$ cat src/sv/euler_angles_to_rotation_defines.svh
// ----------------------------------------------------------------------------
// euler_angles_to_rotation_defines
// Assertion macros for the rotation block.
// ----------------------------------------------------------------------------
`ifndef EULER_ANGLES_TO_ROTATION_DEFINES_SVH
`define EULER_ANGLES_TO_ROTATION_DEFINES_SVH

// Implication checked on every edge outside reset
`define EAR_ASSERT_IMPL(lbl, clk, rst_n, a, c, msg) \
    lbl: assert property (@(posedge clk) disable iff (!rst_n) (a) |-> (c)) else $error(msg);

// Next-cycle implication checked outside reset
`define EAR_ASSERT_NEXT(lbl, clk, rst_n, a, c, msg) \
    lbl: assert property (@(posedge clk) disable iff (!rst_n) (a) |=> (c)) else $error(msg);

`endif

$ cat src/sv/ear_pkg.sv
// ----------------------------------------------------------------------------
// ear_pkg
// Constants and types shared by the Euler-angle rotation block.
// ----------------------------------------------------------------------------
package ear_pkg;

    localparam int ATAB_LEN = 24;
    localparam int QW       = 34;   // Q.30 working width with headroom

    typedef logic signed [QW-1:0] t_q30;

    localparam logic signed [QW-1:0] Q30_PI      = 34'sd3373259426;
    localparam logic signed [QW-1:0] Q30_HALF_PI = 34'sd1686629713;
    localparam logic signed [QW-1:0] Q30_GAIN    = 34'sd652032874;

    // Truncated Q.30 arctangent of 2^-i
    function automatic t_q30 atan_q30(input int idx);
        t_q30 v;
        begin
            case (idx)
                0: v = 34'sd843314856;   1: v = 34'sd497837829;
                2: v = 34'sd263043836;   3: v = 34'sd133525158;
                4: v = 34'sd67021686;    5: v = 34'sd33543515;
                6: v = 34'sd16775850;    7: v = 34'sd8388437;
                8: v = 34'sd4194282;     9: v = 34'sd2097149;
                10: v = 34'sd1048575;    11: v = 34'sd524287;
                12: v = 34'sd262143;     13: v = 34'sd131071;
                14: v = 34'sd65535;      15: v = 34'sd32767;
                16: v = 34'sd16383;      17: v = 34'sd8191;
                18: v = 34'sd4095;       19: v = 34'sd2047;
                20: v = 34'sd1023;       21: v = 34'sd511;
                22: v = 34'sd255;        23: v = 34'sd127;
                default: v = '0;
            endcase
            return v;
        end
    endfunction

    // Rounded Q.30 product, half up
    function automatic t_q30 qmul(input t_q30 a, input t_q30 b);
        logic signed [2*QW-1:0] p;
        begin
            p = 68'(a) * 68'(b) + 68'sd536870912;
            return QW'(p >>> 30);
        end
    endfunction

endpackage

$ cat src/sv/ear_cordic.sv
// ----------------------------------------------------------------------------
// ear_cordic
// Pipelined CORDIC: one stage per register, sine and cosine of one angle.
// ----------------------------------------------------------------------------
module ear_cordic #(
    parameter int CORDIC_STAGES = 16
) (
    input  logic               i_clk,
    input  logic [15:0]        i_angle,
    output ear_pkg::t_q30      o_sin,
    output ear_pkg::t_q30      o_cos
);
    localparam int NS = (CORDIC_STAGES < ear_pkg::ATAB_LEN) ? CORDIC_STAGES
                                                            : ear_pkg::ATAB_LEN;

    ear_pkg::t_q30 r_x [NS+1];
    ear_pkg::t_q30 r_y [NS+1];
    ear_pkg::t_q30 r_z [NS+1];
    logic          r_flip [NS+1];

    // Reduce the angle into the convergence range
    ear_pkg::t_q30 n_z0;
    logic          n_flip0;
    always_comb begin
        n_z0 = ear_pkg::t_q30'($signed(i_angle)) <<< 17;
        n_flip0 = 1'b0;
        if (n_z0 > ear_pkg::Q30_HALF_PI) begin
            n_z0 = n_z0 - ear_pkg::Q30_PI;
            n_flip0 = 1'b1;
        end else if (n_z0 < -ear_pkg::Q30_HALF_PI) begin
            n_z0 = n_z0 + ear_pkg::Q30_PI;
            n_flip0 = 1'b1;
        end
    end

    always_ff @(posedge i_clk) begin
        r_x[0] <= ear_pkg::Q30_GAIN;
        r_y[0] <= '0;
        r_z[0] <= n_z0;
        r_flip[0] <= n_flip0;
    end

    // Rotate by one micro-angle per stage
    for (genvar g = 0; g < NS; g++) begin : g_stage
        always_ff @(posedge i_clk) begin
            if (!r_z[g][ear_pkg::QW-1]) begin
                r_x[g+1] <= r_x[g] - (r_y[g] >>> g);
                r_y[g+1] <= r_y[g] + (r_x[g] >>> g);
                r_z[g+1] <= r_z[g] - ear_pkg::atan_q30(g);
            end else begin
                r_x[g+1] <= r_x[g] + (r_y[g] >>> g);
                r_y[g+1] <= r_y[g] - (r_x[g] >>> g);
                r_z[g+1] <= r_z[g] + ear_pkg::atan_q30(g);
            end
            r_flip[g+1] <= r_flip[g];
        end
    end

    assign o_sin = r_flip[NS] ? -r_y[NS] : r_y[NS];
    assign o_cos = r_flip[NS] ? -r_x[NS] : r_x[NS];

endmodule

$ cat config.mk
export PLATFORM = sky130hd
export DESIGN_NAME = ear_cordic
export DESIGN_NICKNAME = d
export VERILOG_FILES = /design/src/sv/euler_angles_to_rotation_defines.svh /design/src/sv/ear_pkg.sv /design/src/sv/ear_cordic.sv
export SDC_FILE = /design/constraint.sdc
export NUM_CORES = 2
export LEC_CHECK = 0
export BUFFER_PORTS_ARGS = -buffer_cell sky130_fd_sc_hd__buf_2
export CORE_ASPECT_RATIO = 1.75
export CORE_MARGIN = 3
export CORE_UTILIZATION = 65
export CTS_CLUSTER_DIAMETER = 60
export DETAILED_ROUTE_END_ITERATION = 10
export GPL_TIMING_DRIVEN = 1
export MAX_ROUTING_LAYER = met4
export PLACE_DENSITY = 0.81
export REMOVE_ABC_BUFFERS = 1
export SLEW_MARGIN = 30
export SYNTH_ARGS = -nofsm -noshare
export SYNTH_HDL_FRONTEND = slang
export SYNTH_SLANG_ARGS = --single-unit
export TNS_END_PERCENT = 10
$ cat constraint.sdc
create_clock -name i_clk -period 11.2 [get_ports i_clk]
set_input_delay 1.68 -clock i_clk [delete_from_list [all_inputs] [get_ports i_clk]]
set_output_delay 1.68 -clock i_clk [all_outputs]
set_load 0.05 [all_outputs]
==> flow_summary.ini <==
[run_status]
status = complete, no violations

[detailed_routing]
antenna_left = 0
drt-total-wl_mm = 335
drt-pass1-iter-count = 6
viasPerCell = 6.30
drc = 0
wl_per_cell_um = 21.5
drt-initial-drc-count = 5490
vias = 98286

[logic_synthesis]
syn_area_per_cell_um2 = 8.47
ys.flop_type = dfxtp_1
synth_cells = 13156
async_reset_ff_share_pct = 0
synth_area_um2 = 111000
synth-seq-cells = 1490
synth_edf_count = 0
synth_cell_type_count = 95
synth-warning-count = 0
ys_seq_area_share_pct = 26.8

[worst_setup_path]
startpoint_type = register
crit_path_end = o_cos[27]
critPathLaunch = r_x[16][8]
reg2reg_depth = 20
worstSetupEndpointType = output pin
crit_required_ps = 9520
arrival_ps = 4100
r2r_end = r_x[5][31]
r2r_slack_ps = 5650
crit-reg2reg-launch = r_y[4][4]
criticalPathCategory = register to output pin
cp_max_fo = 5

[floorplanning]
start_util_pct = 65.5
core_um2 = 170000
die_w_um = 319
dieHeight_um = 554
io_pins = 85
die-area_um2 = 177000
rows = 200

[clock_tree]
cts_max_path_buffers = 4
numCtsBuffers = 159
cts.sinks = 1490
cts_resized = 0
clk_pin_slew_ps = 60
postCtsSetupRepairBufs = 0
htree_num_levels = 4
clk_latency_ps = 820
clockRootBuffer = clkbuf_16
ctsHoldBuffers = 0
tritoncts = done

[run]
drv_cap = 0

[global_routing]
grt_usage_pct = 37.7
grt_pass1_vias = 98958
grt_pass1_wl_mm = 520
antenna_found_initial = 9
grt_max_degree = 70
grt_overflow = 0

[sta]
max_slew_margin_pct = 21.7
slew_violations = 0
rsz0062_at_grt = no
tightest_slew_ps = 1170
finalHoldViolations = 0
layout_min_cycle_time_ps = 5780
setup_viol = 0
tns_ps = 0
fin_crit_sh_pct = 51.6
fin_skew_ps = 44.8
fmax_mhz = 173

[final_layout]
fin_nets = 14746
regArea_um2 = 29800
nFillCells = 13613
multi_input_area_um2 = 78600
drive_gt1_share_pct = 4.28
area_delta_synth_final_pct = 7.39

[place]
port_buffers = 84
hpwl_mm = 271
gp_routability_congestion = 1.06

[min_path]
hp-class = register to register
==> kinds of logic (layout without fill, tap and decap cells) <==
family	count (synthesis)	count (layout)	synth area share [%]
adder cells (fa/ha/maj)	1472	1472	16.8
buffers and inverters	793	1013	2.68
other	0	10	0
flip-flops	1490	1490	26.8
multiplexers	124	124	1.18
XOR/XNOR	1935	1935	15.2
AND/OR/NAND/NOR	3422	3422	14.9
AO/OA/AOI/OAI	3920	3920	22.4
==> cells in the mapped netlist (43+ instances only) <==
cell type,count,area [um2]
dfxtp_1,1490,29800
a21oi_1,1433,7170
ha_1,1430,17900
xnor2_1,1318,11500
nor2_1,1190,4470
a21o_1,679,5100
nand2_1,621,2330
xor2_1,616,5400
inv_1,606,2270
o21ai_0,538,2690
nor3_1,333,1670
nand3_1,210,1050
o21a_1,208,1560
nand2b_1,201,1260
nor2b_1,187,1170
o21bai_1,186,1400
a31oi_1,146,913
clkbuf_1,140,526
and3_1,127,795
a211oi_1,90,676
nor4_1,88,551
or3_1,88,551
nand4_1,83,519
o211ai_1,78,586
mux2i_1,68,681
and2_1,59,369
o31ai_1,59,443
mux2_2,56,631
a21boi_0,54,405
or2_2,46,288
nor3b_1,45,338
or4_1,43,323
==> worst min-delay path by stage <==
stage,from,endpoint,depth (start not counted)
6_report,r_flip[0][2],r_flip[0][3],0
5_1_grt,r_z[2][1],r_z[3][1],0
4_1_cts,r_flip[0][2],r_flip[0][3],0
3_5_place_dp,r_flip[0][11],r_flip[0][12],0
3_3_place_gp,r_flip[0][9],r_flip[0][10],0
2_1_floorplan,r_flip[0][9],r_flip[0][10],0
==> layout by cell type, fill, tap and decap left out, types with 68 or more instances in the layout <==
master     synthesis  final
a31oi_1          146    146
nand3_1          210    210
dfxtp_1         1490   1475
a21oi_1         1433   1433
buf_2              0     84
o211ai_1          78     78
o21a_1           208    208
nor2_1          1190   1189
nand2_1          621    621
and3_1           127    127
a21o_1           679    679
inv_1            606    605
nor2b_1          187    187
or3_1             88     88
ha_1            1430   1430
xnor2_1         1318   1317
xor2_1           616    616
nand2b_1         201    201
o21bai_1         186    186
nor4_1            88     88
nand4_1           83     83
nor3_1           333    333
o21ai_0          538    537
a211oi_1          90     88
mux2i_1           68     68
clkbuf_16          0    162
==> stage by stage <==
step | setup WS (ps) | hold slack (ps) | cell area [um2] | cells | util, %
global route | 5180 | 323 | 120000 | 15605 | 70.4
global placement | 5490 | 309 | 114000 | 15318 | 67.2
finish | 5420 | 322 | 120000 | 15608 | 70.4
floorplan | 5530 | 310 | 111000 | 12973 | -
detailed placement | 5800 | 312 | 114000 | 15318 | 67.2
CTS | 5370 | 324 | 120000 | 15598 | 70.3
==> sequential cells by signal, indices dropped and copies added, names as in the netlist <==
register and count:
r_y 511, r_x 484, r_z 479, r_flip 16
==> final cells by class <==
class	count	share of cell area (%)
timing repair buffer	123	0.596
multi-input combinational	10873	65.7
clock buffer	201	3.65
sequential	1490	25.0
tap	2222	2.32
clock inverter	79	0.805
antenna	10	0.0209
inverter	610	1.91
==> critical path, stage by stage (launching register included) <==
cell     delay (ps)
dfxtp_1         330
or4_1           580
or4_1           530
or4_1           540
inv_1           100
nand2_1         170
or2_2           360
o41ai_2         230
xnor2_1         160
buf_2           290
==> layer usage <==
metal,wire (um),vias up,GRT usage (%)
met5,0,-,-
met4,40100,0,37.5
met3,12600,1631,4.54
met2,173000,3157,69.5
met1,109000,46048,32.1
li1,-,47450,-
Power is not shown: default switching activity piles up to over one toggle a cycle in this logic, so the estimate is an artifact.
